==> src/hw/rtl/rtcm3fr_pkg.sv <==
// Types, constants and the CRC-24Q byte update shared by the RTCM 3 frame receiver.
package rtcm3fr_pkg;

   localparam logic [7:0]  PREAMBLE_BYTE = 8'hD3;
   localparam logic [23:0] CRC_POLY_LOW  = 24'h864CFB;  // 0x1864CFB without bit 24
   localparam logic [1:0]  LEN_HI_MASK   = 2'b11;

   localparam logic KIND_PAYLOAD   = 1'b0;
   localparam logic KIND_FRAME_END = 1'b1;

   // Receiver phases, one-hot.
   typedef enum logic [6:0] {
      PH_HUNT    = 7'b000_0001,
      PH_LEN_HI  = 7'b000_0010,
      PH_LEN_LO  = 7'b000_0100,
      PH_PAYLOAD = 7'b000_1000,
      PH_CRC0    = 7'b001_0000,
      PH_CRC1    = 7'b010_0000,
      PH_CRC2    = 7'b100_0000
   } phase_type;

   // One byte of CRC-24Q, MSB first, unrolled into eight shift and xor steps.
   function automatic logic [23:0] crc_feed(input logic [23:0] crc, input logic [7:0] b);
      logic [23:0] c;
      logic        top;
      c = crc ^ {b, 16'h0000};
      for (int i = 0; i < 8; i++) begin
         top = c[23];
         c   = {c[22:0], 1'b0} ^ (top ? CRC_POLY_LOW : 24'h000000);
      end
      return c;
   endfunction

endpackage

==> src/hw/rtl/rtcm3fr_if.sv <==
// Valid/ready channel interfaces for the received byte stream and the result words.
interface rtcm3fr_req_if;
   logic       valid;
   logic       ready;
   logic [7:0] in_byte;

   modport source (output valid, output in_byte, input ready);
   modport sink (input valid, input in_byte, output ready);
endinterface

interface rtcm3fr_rsp_if;
   logic       valid;
   logic       ready;
   logic       kind;
   logic [7:0] data_byte;
   logic [9:0] byte_index;
   logic       crc_ok;
   logic [11:0] rtcm_type;
   logic [9:0] frame_payload_len;

   modport source (output valid, output kind, output data_byte, output byte_index,
                   output crc_ok, output rtcm_type, output frame_payload_len, input ready);
   modport sink (input valid, input kind, input data_byte, input byte_index,
                 input crc_ok, input rtcm_type, input frame_payload_len, output ready);
endinterface

==> src/hw/rtl/rtcm3_frame_receiver.sv <==
// RTCM 3 transport frame receiver: preamble hunt, header, payload pass-through, CRC-24Q check.
// Result words are registered and appear on rsp in the cycle after their byte is accepted.
// Throughput: one byte per cycle; the frame state and one-byte CRC update are combinational
// and registered on accept. A byte is taken while the result register is empty or draining,
// so a result word held back by the sink stalls the input until it is taken.
// Reset (synchronous, active high) clears the frame state and empties the result register.
module rtcm3_frame_receiver
   import rtcm3fr_pkg::*;
(
   input logic          clock,
   input logic          reset,
   rtcm3fr_req_if.sink   req_ch,
   rtcm3fr_rsp_if.source rsp_ch
);

   // Frame state. The phase walks hunt, two header bytes, the payload, then the
   // three CRC bytes, and returns to hunting after the frame end word.
   phase_type   phase_ff, phase_in;
   logic [9:0]  length_ff, length_in;
   logic [9:0]  count_ff, count_in;
   logic [23:0] crc_ff, crc_in;
   logic [15:0] crc_rx_hi_ff, crc_rx_hi_in;
   logic [11:0] type_ff, type_in;

   // Result register. Its valid bit is control state; the payload needs no reset.
   logic        out_valid_ff, out_valid_in;
   logic        out_kind_ff, out_kind_in;
   logic [7:0]  out_data_ff, out_data_in;
   logic [9:0]  out_index_ff, out_index_in;
   logic        out_crc_ok_ff, out_crc_ok_in;
   logic [11:0] out_type_ff, out_type_in;
   logic [9:0]  out_len_ff, out_len_in;

   logic        accept;
   logic        res_valid;
   logic [7:0]  b;
   logic [9:0]  count_plus;
   logic [23:0] crc_next;

   // A new byte is taken whenever the result register is empty or is being drained.
   assign req_ch.ready = !out_valid_ff || rsp_ch.ready;
   assign accept       = req_ch.valid && req_ch.ready;
   assign b            = req_ch.in_byte;
   assign count_plus   = count_ff + 10'd1;
   assign crc_next     = crc_feed(crc_ff, b);

   always_comb begin
      phase_in     = phase_ff;
      length_in    = length_ff;
      count_in     = count_ff;
      crc_in       = crc_ff;
      crc_rx_hi_in = crc_rx_hi_ff;
      type_in      = type_ff;

      res_valid    = 1'b0;
      out_kind_in  = KIND_PAYLOAD;
      out_data_in  = 8'h00;
      out_index_in = 10'd0;
      out_crc_ok_in = 1'b0;
      out_type_in  = 12'h000;
      out_len_in   = 10'd0;

      if (accept) begin
         unique case (phase_ff)
            PH_LEN_HI: begin
               // Only the two low bits carry length; the reserved bits still go into the CRC.
               length_in = {b[1:0] & LEN_HI_MASK, 8'h00};
               crc_in    = crc_next;
               phase_in  = PH_LEN_LO;
            end
            PH_LEN_LO: begin
               length_in = {length_ff[9:8], b};
               crc_in    = crc_next;
               count_in  = 10'd0;
               type_in   = 12'h000;
               // An empty payload goes straight to the CRC bytes.
               phase_in  = ({length_ff[9:8], b} == 10'd0) ? PH_CRC0 : PH_PAYLOAD;
            end
            PH_PAYLOAD: begin
               crc_in = crc_next;
               // The message type is the first twelve payload bits.
               if (count_ff == 10'd0) begin
                  type_in = {b, 4'h0};
               end else if (count_ff == 10'd1) begin
                  type_in = {type_ff[11:4], b[7:4]};
               end
               res_valid    = 1'b1;
               out_kind_in  = KIND_PAYLOAD;
               out_data_in  = b;
               out_index_in = count_ff;
               count_in     = count_plus;
               if (count_plus >= length_ff) begin
                  phase_in = PH_CRC0;
               end
            end
            PH_CRC0: begin
               crc_rx_hi_in = {b, 8'h00};
               phase_in     = PH_CRC1;
            end
            PH_CRC1: begin
               crc_rx_hi_in = {crc_rx_hi_ff[15:8], b};
               phase_in     = PH_CRC2;
            end
            PH_CRC2: begin
               // Last CRC byte: compare and report, then hunt again whatever the outcome.
               res_valid     = 1'b1;
               out_kind_in   = KIND_FRAME_END;
               out_crc_ok_in = ({crc_rx_hi_ff, b} == crc_ff);
               out_type_in   = (length_ff >= 10'd2) ? type_ff : 12'h000;
               out_len_in    = length_ff;
               phase_in      = PH_HUNT;
            end
            default: begin
               // Hunting, and any phase code that is not a legal state.
               phase_in = PH_HUNT;
               if (b == PREAMBLE_BYTE) begin
                  crc_in       = crc_feed(24'h000000, b);
                  length_in    = 10'd0;
                  count_in     = 10'd0;
                  crc_rx_hi_in = 16'h0000;
                  type_in      = 12'h000;
                  phase_in     = PH_LEN_HI;
               end
            end
         endcase
      end
   end

   // The result register loads on a producing byte and empties when its word is taken.
   always_comb begin
      if (accept && res_valid) begin
         out_valid_in = 1'b1;
      end else if (rsp_ch.ready) begin
         out_valid_in = 1'b0;
      end else begin
         out_valid_in = out_valid_ff;
      end
   end

   always_ff @(posedge clock) begin
      if (reset) begin
         phase_ff     <= PH_HUNT;
         length_ff    <= 10'd0;
         count_ff     <= 10'd0;
         crc_ff       <= 24'h000000;
         crc_rx_hi_ff <= 16'h0000;
         type_ff      <= 12'h000;
         out_valid_ff <= 1'b0;
      end else begin
         phase_ff     <= phase_in;
         length_ff    <= length_in;
         count_ff     <= count_in;
         crc_ff       <= crc_in;
         crc_rx_hi_ff <= crc_rx_hi_in;
         type_ff      <= type_in;
         out_valid_ff <= out_valid_in;
      end
   end

   always_ff @(posedge clock) begin
      if (accept && res_valid) begin
         out_kind_ff   <= out_kind_in;
         out_data_ff   <= out_data_in;
         out_index_ff  <= out_index_in;
         out_crc_ok_ff <= out_crc_ok_in;
         out_type_ff   <= out_type_in;
         out_len_ff    <= out_len_in;
      end
   end

   assign rsp_ch.valid             = out_valid_ff;
   assign rsp_ch.kind              = out_kind_ff;
   assign rsp_ch.data_byte         = out_data_ff;
   assign rsp_ch.byte_index        = out_index_ff;
   assign rsp_ch.crc_ok            = out_crc_ok_ff;
   assign rsp_ch.rtcm_type         = out_type_ff;
   assign rsp_ch.frame_payload_len = out_len_ff;

endmodule
==> src/flat_wrapper.sv <==
// flat-port wrapper written by rule: the top's interface ports become plain ports
module rtcm3_frame_receiver_flat import rtcm3fr_pkg::*;
  (clock, reset, req_ch_valid, req_ch_in_byte, req_ch_ready, rsp_ch_valid, rsp_ch_kind, rsp_ch_data_byte, rsp_ch_byte_index, rsp_ch_crc_ok, rsp_ch_rtcm_type, rsp_ch_frame_payload_len, rsp_ch_ready);
  rtcm3fr_req_if req_ch_i ();
  rtcm3fr_rsp_if rsp_ch_i ();
  input logic clock;
  input logic reset;
  input wire logic [$bits(req_ch_i.valid)-1:0] req_ch_valid;
  input wire logic [$bits(req_ch_i.in_byte)-1:0] req_ch_in_byte;
  output wire logic [$bits(req_ch_i.ready)-1:0] req_ch_ready;
  output wire logic [$bits(rsp_ch_i.valid)-1:0] rsp_ch_valid;
  output wire logic [$bits(rsp_ch_i.kind)-1:0] rsp_ch_kind;
  output wire logic [$bits(rsp_ch_i.data_byte)-1:0] rsp_ch_data_byte;
  output wire logic [$bits(rsp_ch_i.byte_index)-1:0] rsp_ch_byte_index;
  output wire logic [$bits(rsp_ch_i.crc_ok)-1:0] rsp_ch_crc_ok;
  output wire logic [$bits(rsp_ch_i.rtcm_type)-1:0] rsp_ch_rtcm_type;
  output wire logic [$bits(rsp_ch_i.frame_payload_len)-1:0] rsp_ch_frame_payload_len;
  input wire logic [$bits(rsp_ch_i.ready)-1:0] rsp_ch_ready;
  assign req_ch_i.valid = req_ch_valid;
  assign req_ch_i.in_byte = req_ch_in_byte;
  assign req_ch_ready = req_ch_i.ready;
  assign rsp_ch_valid = rsp_ch_i.valid;
  assign rsp_ch_kind = rsp_ch_i.kind;
  assign rsp_ch_data_byte = rsp_ch_i.data_byte;
  assign rsp_ch_byte_index = rsp_ch_i.byte_index;
  assign rsp_ch_crc_ok = rsp_ch_i.crc_ok;
  assign rsp_ch_rtcm_type = rsp_ch_i.rtcm_type;
  assign rsp_ch_frame_payload_len = rsp_ch_i.frame_payload_len;
  assign rsp_ch_i.ready = rsp_ch_ready;
  rtcm3_frame_receiver u_core (.clock(clock), .reset(reset), .req_ch(req_ch_i), .rsp_ch(rsp_ch_i));
endmodule
==> config.mk <==
export PLATFORM = sky130hd
export DESIGN_NAME = rtcm3_frame_receiver_flat
export DESIGN_NICKNAME = d
export VERILOG_FILES = /design/src/hw/rtl/rtcm3fr_pkg.sv /design/src/hw/rtl/rtcm3fr_if.sv /design/src/hw/rtl/rtcm3_frame_receiver.sv /design/src/flat_wrapper.sv
export SDC_FILE = /design/constraint.sdc
export NUM_CORES = 1
export LEC_CHECK = 0
export BUFFER_PORTS_ARGS = -buffer_cell sky130_fd_sc_hd__buf_2
export CAP_MARGIN = 20
export CORE_ASPECT_RATIO = 0.75
export CORE_MARGIN = 1
export CORE_UTILIZATION = 40
export DETAILED_ROUTE_END_ITERATION = 16
export GPL_ROUTABILITY_DRIVEN = 0
export PLACE_DENSITY = 0.57
export SYNTH_ARGS = -nofsm -noshare
export SYNTH_HDL_FRONTEND = slang
export SYNTH_SLANG_ARGS = --single-unit
==> constraint.sdc <==
create_clock -name clock -period 7.9 [get_ports clock]
set_input_delay 0.395 -clock clock [delete_from_list [all_inputs] [get_ports clock]]
set_output_delay 0.395 -clock clock [all_outputs]
set_load 0.02 [all_outputs]
==> flow_summary_export.csv, run 1 <==
group,metric,value,unit
run_status,status,"complete, no violations",
floorplanning,rows,39,
yosys,ys_async_sr_fraction,0,
final_layout,nNetsFinal,742,
timing,skew,0.007188,ns
floorplanning,dieHeight,111.6,um
pwr,seq_power_share,0.413,
timing,max_freq,329.8,MHz
floorplanning,initial_core_util,0.4153,
pwr,p_sw,376.4,uW
timing,drv_slew,0,
timing,max_slew.worst_pin.slew,0.9705,ns
pwr,irDropWorstVdd,0.1118,mV
cts,cts_resized,0,
timing,fin_crit_sh,0.3838,
timing,setup_violations,0,
setup_path,worstSetupEndpointType,"flip-flop",
place,dp_cells,901,
setup_path,worstPathRequired,8.21,ns
setup_path,worstSetupPathType,"flip-flop to flip-flop",
pwr,p_clk_frac,0.509,
setup_path,r2r_cells,9,
setup_path,r2r_setup_slack,4.87,ns
global_routing,grt_start_max_net_pins,84,
cts,cts_root_buffer,"clkbuf_16",
pwr,comb_power_share,0.078,
cts,cts-hold-fix-buffers,0,
timing,slew_headroom,0.3470,
setup_path,worst_ep_arrival_time,3.34,ns
drt,drtPass1Iterations,5,
final_layout,fillers,1497,
drt,wl_met3,1.345,mm
yosys,synth_seq_cells,122,
drt,remaining_drc_errors,0,
cts,h-tree-depth,4,
cts,cts_buffer_depth,2,
cts,cts_tree,"done",
min_path,min_to,"u_core.rsp_ch.valid$_SDFFE_PP0P_",
run,cap_violations,0,
min_path,min_from,"rsp_ch_ready",
global_routing,grt-ovfl-total,0,
cts,post_cts_buffers,0,
pwr,power.leakage,0.002762,uW
yosys,synth_cells,679,
pwr,p_per_area,211.1,nW/um2
cts,cts_buffers,17,
setup_path,r2r-start,"u_core.count_ff[0]$_SDFFE_PP0P_",
min_path,min_path_cells,3,
yosys,synth_nets,706,
drt,detail_route.vias_per_cell,5.464,
global_routing,grt_pass1_wl,26.89,mm
yosys,ys.flop_type,"dfxtp_1",
timing,final-hold-violation-count,0,
drt,vias,5098,
global_routing,grt_pass1_vias,4714,
setup_path,cp_max_fo,12,
cts,cts_num_sinks,122,
drt,wl_per_cell,18.26,um
final_layout,stdcell_count,933,
place,placed_area,6810,um2
floorplanning,coreArea,15420,um2
yosys,ys_warn_count,0,
drt,final_antenna_net_count,0,
yosys,ys_seq_area_frac,0.4470,
final_layout,syn_to_final_growth,15.94,%
pwr,p_sw_frac,0.2402,
yosys,synth_edf_count,42,
timing,rsz0062_at_grt,"no",
final_layout,layout-drive-gt1-share,0.1593,
place,dp_hpwl,11.87,mm
global_routing,antenna_found_initial,0,
drt,met2_length,6.815,mm
final_layout,final_cell_area,7425,um2
drt,drtIter0Drc,561,
global_routing,track_usage,0.2155,
drt,wl,17.04,mm
timing,tns,0,ns
cts,clk_pin_slew,0.06,ns
setup_path,critPathLaunchType,"flip-flop",
floorplanning,die_area,16520,um2
final_layout,antenna_cells,0,
min_path,hold_class,"input port to flip-flop",
floorplanning,ios,56,
cts,clock_latency,0.43,ns
drt,drt-met1-wl,8.709,mm
place,portBuffers,55,
setup_path,r2r_end,"u_core.phase_ff[2]$_SDFFE_PP0P_",
timing,fin_crit,3.032,ns
drt,top_layer_used,"met4",
floorplanning,die_w,148.1,um
pwr,p_int,1191,uW
yosys,synth_area,6404,um2
yosys,yosysUniqueCellTypes,55,
yosys,syn_area_per_cell,9.431,um2
[synth_stat cells (all sizes together), types with 2 or more instances]
| library cell | n | area share |
|---|---|---|
| or4 | 3 | 0.0035 |
| nand3 | 35 | 0.027 |
| a32o | 8 | 0.013 |
| ha | 15 | 0.029 |
| a311oi | 13 | 0.018 |
| buf | 12 | 0.0094 |
| clkbuf | 34 | 0.020 |
| nand4 | 5 | 0.0049 |
| o211ai | 5 | 0.0059 |
| nor4 | 11 | 0.011 |
| a41oi | 2 | 0.0027 |
| xnor2 | 60 | 0.086 |
| mux2 | 5 | 0.0088 |
| nand2 | 54 | 0.032 |
| nor2 | 68 | 0.040 |
| nand2b | 6 | 0.0059 |
| and3 | 18 | 0.018 |
| a211oi | 6 | 0.0070 |
| nor2b | 2 | 0.0020 |
| or2 | 2 | 0.0020 |
| nor3 | 20 | 0.018 |
| dfxtp | 80 | 0.25 |
| a31oi | 3 | 0.0029 |
| mux2i | 2 | 0.0031 |
| a21oi | 41 | 0.032 |
| nor3b | 3 | 0.0035 |
| nand3b | 4 | 0.0047 |
| or3 | 3 | 0.0029 |
| and2 | 16 | 0.016 |
| a22oi | 9 | 0.011 |
| o21a | 2 | 0.0023 |
| nor4b | 3 | 0.0051 |
| xor2 | 43 | 0.067 |
| o21ai | 11 | 0.0086 |
| a21o | 4 | 0.0047 |
| edfxtp | 42 | 0.20 |
| inv | 20 | 0.012 |
[power groups by stage]
stage / clock network [uW] / registers [uW] / logic, uW
after floorplan: 0 / 660 / 89.2
after global placement: 0 / 660 / 118
after detailed placement: 0 / 660 / 119
after CTS: 808 / 646 / 120
after global routing: 834 / 646 / 130
final: 798 / 647 / 123
[per-layer routing]
layer	up-vias	track usage
li1	2453	-
met1	2442	0.3308
met2	189	0.2858
met3	14	0.06189
met4	0	0.06186
met5	-	0
[layout by cell type, fill, tap and decap left out, drive strengths merged, types with 6 or more instances in the layout]
cell / Yosys / routed
xor2: 43 / 43
nand2b: 6 / 6
nand2: 54 / 54
a211oi: 6 / 6
a21oi: 41 / 41
ha: 15 / 15
and3: 18 / 18
inv: 20 / 22
and2: 16 / 16
a22oi: 9 / 9
dfxtp: 80 / 80
nor2: 68 / 68
nor3: 20 / 20
buf: 12 / 63
a311oi: 13 / 13
edfxtp: 42 / 42
nand3: 35 / 35
a32o: 8 / 8
o21ai: 11 / 11
xnor2: 60 / 60
clkinv: 0 / 8
clkbuf: 34 / 20
nor4: 11 / 11
[worst max-delay path by stage]
stage,startpoint,slack (ns),cells after the start,endpoint
after floorplan,u_core.phase_ff[5]$_SDFFE_PP0P_,4.88,7,u_core.rsp_ch.byte_index[0]$_SDFFCE_PN0P_
after global placement,req_ch_in_byte[7],4.87,9,u_core.type_ff[1]$_SDFFE_PP0P_
after detailed placement,req_ch_in_byte[7],4.74,9,u_core.type_ff[0]$_SDFFE_PP0P_
after CTS,u_core.count_ff[0]$_SDFFE_PP0P_,4.91,9,u_core.phase_ff[2]$_SDFFE_PP0P_
after global routing,u_core.count_ff[0]$_SDFFE_PP0P_,4.63,9,u_core.phase_ff[2]$_SDFFE_PP0P_
final,u_core.count_ff[0]$_SDFFE_PP0P_,4.87,9,u_core.phase_ff[2]$_SDFFE_PP0P_
[cell type report]
cell class / count / area [um2] / area share
inverters: 20 / 75.07 / 0.01011
well taps: 205 / 256.5 / 0.03455
repair buffers: 63 / 335.3 / 0.04516
flip-flops and latches: 122 / 2863 / 0.3856
clock buffers: 20 / 478.0 / 0.06437
multi-input cells: 491 / 3281 / 0.4419
clock inverters: 12 / 136.4 / 0.01837
[critical path: stages (launching register included)]
cell and delay (ns):
dfxtp_1 0.48, nand3_1 0.14, nor3_1 0.52, and3_1 0.25
xor2_1 0.08, ha_1 0.30, a21oi_1 0.09, a21oi_1 0.24
a21o_1 0.42, mux2_2 0.38
[through the flow]
stage                 util  hold WS, ns  power [uW]  setup slack (ns)
CTS                 0.4815       0.3209        1574             4.907
global route        0.4815       0.3530        1610             4.631
global placement    0.4417       0.4540       778.3             4.870
detailed placement  0.4417       0.4551       778.5             4.736
floorplan                -       0.4273       748.8             4.885
finish              0.4815       0.3411        1567             4.868
[flip-flops by register name, indices dropped and copies added, names as in the netlist, 10 cells and up]
signal,cells
u_core.count_ff,10
u_core.crc_ff,24
u_core.crc_rx_hi_ff,16
u_core.length_ff,10
u_core.rsp_ch.byte_index,10
u_core.rsp_ch.frame_payload_len,10
u_core.rsp_ch.rtcm_type,12
u_core.type_ff,12
[cells by family after synthesis]
kind of cell | share of synthesized area
flops | 0.4471
compound gates | 0.1127
fa+ha+maj | 0.02931
simple gates | 0.2016
xor+xnor | 0.1561
mux | 0.01192
buf+inv | 0.04123
(Power assumes the default switching activity.)
==> run 2, diff against run 1 <==
Settings changed: PLACE_DENSITY 0.57 to 0.59.
Clock period 7.9 ns to 2.65 ns, I/O delays scaled along.
==> flow_summary_export.csv, run 2 (synthesized netlist as in run 1, its figures left out) <==
group,metric,value,unit
global_routing,grt_use_met2,0.3142,
place,dp_cells,951,
global_routing,gr-usage-met3,0.06680,
min_path,min_path_cells,3,
floorplanning,ios,56,
min_path,hold_class,"input port to flip-flop",
timing,max_slew.worst_pin.slew,0.7022,ns
final_layout,layout_commonest_cell,"dfxtp_1",
final_layout,fillers,1419,
final_layout,stdcell_count,985,
min_path,min_to,"u_core.rsp_ch.valid$_SDFFE_PP0P_",
pwr,p_per_area,600.0,nW/um2
final_layout,antenna_cells,0,
floorplanning,initial_core_util,0.4153,
final_layout,layout-drive-gt1-share,0.2346,
min_path,min_from,"rsp_ch_ready",
cts,cts_num_sinks,122,
setup_path,r2r_setup_slack,0.06,ns
setup_path,r2r_cells,10,
drt,vias,5426,
setup_path,critPathLaunchType,"flip-flop",
setup_path,worst_ep_arrival_time,2.91,ns
drt,remaining_drc_errors,0,
pwr,irDropWorstVdd,0.4338,mV
drt,final_antenna_net_count,0,
run_status,status,"complete, no violations",
timing,fin_crit_sh,0.9791,
drt,wl_per_cell,18.32,um
global_routing,busiest_layer,"met1",
pwr,power.leakage,0.003025,uW
floorplanning,die_w,148.1,um
final_layout,syn_to_final_growth,23.99,%
cts,cts_buffer_depth,2,
global_routing,grt_pass1_wl,28.11,mm
drt,wl,18.05,mm
global_routing,grt_pass1_vias,5168,
setup_path,cp_max_fo,4,
timing,fin_crit,2.595,ns
run,cap_violations,0,
global_routing,grt_start_max_net_pins,43,
global_routing,antenna_found_initial,1,
final_layout,reg.largest.list,"u_core.crc_ff: 24 flops, u_core.crc_rx_hi_ff: 16 flops",
setup_path,r2r-start,"u_core.count_ff[1]$_SDFFE_PP0P_",
setup_path,critical_path.top_delay_family,"simple AND/OR/NAND/NOR gates",
cts,cts-hold-fix-buffers,0,
cts,clk_pin_slew,0.06,ns
drt,drtPass1Iterations,8,
timing,skew,0.007383,ns
place,portBuffers,55,
timing,slew_headroom,0.5276,
floorplanning,coreArea,15420,um2
cts,clock_latency,0.43,ns
cts,cts_tree,"done",
floorplanning,dieHeight,111.6,um
pwr,power,4764,uW
final_layout,largest_register_ffs,24,
final_layout,nNetsFinal,794,
global_routing,track_usage,0.2260,
place,dp_hpwl,13.00,mm
timing,drv_slew,0,
setup_path,crit_chain,"nand3_1 -> nor3_2 -> and3_1 -> xor2_1 -> ha_1 -> a21oi_1 -> a21oi_2 -> buf_4 -> a21oi_2 -> mux2_2",
drt,drtIter0Drc,547,
setup_path,cp_num_buf_inv,1,
global_routing,grt-ovfl-total,0,
setup_path,worstSetupEndpointType,"flip-flop",
timing,final-hold-violation-count,0,
setup_path,cpMostUsedCell,"a21oi_2",
floorplanning,rows,39,
setup_path,r2r_end,"u_core.phase_ff[3]$_SDFFE_PP0P_",
floorplanning,die_area,16520,um2
timing,max_freq,385.4,MHz
setup_path,worstSetupPathType,"flip-flop to flip-flop",
setup_path,slowest_delay,0.38,ns
cts,h-tree-depth,4,
final_layout,final_cell_mix,"78 x dfxtp_1, 67 x nor2_1, 56 x xnor2_1, 56 x buf_4, 55 x buf_2",
final_layout,top_register,"u_core.crc_ff",
setup_path,cpMaxStageDelayCell,"dfxtp_1",
timing,setup_violations,0,
global_routing,use_met1,0.3249,
cts,cts_root_buffer,"clkbuf_16",
cts,cts_buffers,17,
drt,detail_route.vias_per_cell,5.509,
setup_path,worstPathRequired,2.97,ns
-- run 2: repair_timing --
action | 4_1_cts | 5_1_grt
hold endpoints to repair | 0 | 0
setup buffers | 0 | 1
endpoints found under the setup margin | 4 | 59
gates resized for setup | 3 | 15
pin swaps | 0 | 3
gates cloned | 0 | 1
-- run 2: where the power goes --
group | total, uW | switching (uW) | internal (uW)
clock network | 2450 | 870 | 1580
registers | 1930 | 3.23 | 1920
logic | 390 | 233 | 157
total | 4760 | 1110 | 3660
-- run 2: stage by stage --
stage	TNS [ns]	utilization	area (um2)	worst slack, ns	hold slack [ns]
final	0	0.5149	7940	0.05549	0.08207
after global routing	-0.03222	0.5149	7940	-0.03222	0.1040
after CTS	0	0.5097	7859	0.0009868	0.07805
after detailed placement	-0.1225	0.4687	7227	-0.08799	0.4487
after global placement	-0.01688	0.4687	7227	-0.01688	0.4368
after floorplan	0	-	6409	0.06490	0.4273
-- run 2: how the worst max path moves through the flow --
stage,from,end,slack (ns),cells after the start
6_report,u_core.count_ff[1]$_SDFFE_PP0P_,u_core.phase_ff[3]$_SDFFE_PP0P_,0.06,10
5_1_grt,u_core.count_ff[1]$_SDFFE_PP0P_,u_core.phase_ff[3]$_SDFFE_PP0P_,-0.03,10
4_1_cts,u_core.count_ff[0]$_SDFFE_PP0P_,u_core.phase_ff[2]$_SDFFE_PP0P_,0.001,10
3_5_place_dp,u_core.count_ff[0]$_SDFFE_PP0P_,u_core.phase_ff[2]$_SDFFE_PP0P_,-0.09,10
3_3_place_gp,u_core.count_ff[0]$_SDFFE_PP0P_,u_core.phase_ff[2]$_SDFFE_PP0P_,-0.02,10
2_1_floorplan,u_core.phase_ff[5]$_SDFFE_PP0P_,u_core.rsp_ch.byte_index[0]$_SDFFCE_PN0P_,0.06,7
-- run 2: layer usage --
metal	up-vias	wire [um]
li1	2562	-
met5	-	0
met4	0	414
met3	35	1756
met1	2587	8405
met2	242	7472
-- run 2: worst register-to-register path, cell delays in order (launching register included) --
cell     delay (ns)
dfxtp_1        0.38
nand3_1        0.14
nor3_2         0.24
and3_1         0.21
xor2_1         0.20
ha_1           0.28
a21oi_1        0.23
a21oi_2        0.12
buf_4          0.17
a21oi_2        0.16
mux2_2         0.35
-- run 2: final cells by class --
| type | instances | area, um2 | share of cell area |
|---|---|---|---|
| tap | 205 | 256.5 | 0.03230 |
| inverter | 20 | 78.83 | 0.009928 |
| multi-input combinational | 492 | 3358 | 0.4229 |
| sequential | 122 | 2865 | 0.3609 |
| clock inverter | 14 | 196.4 | 0.02474 |
| timing repair buffer | 114 | 755.7 | 0.09518 |
| clock buffer | 18 | 429.2 | 0.05405 |
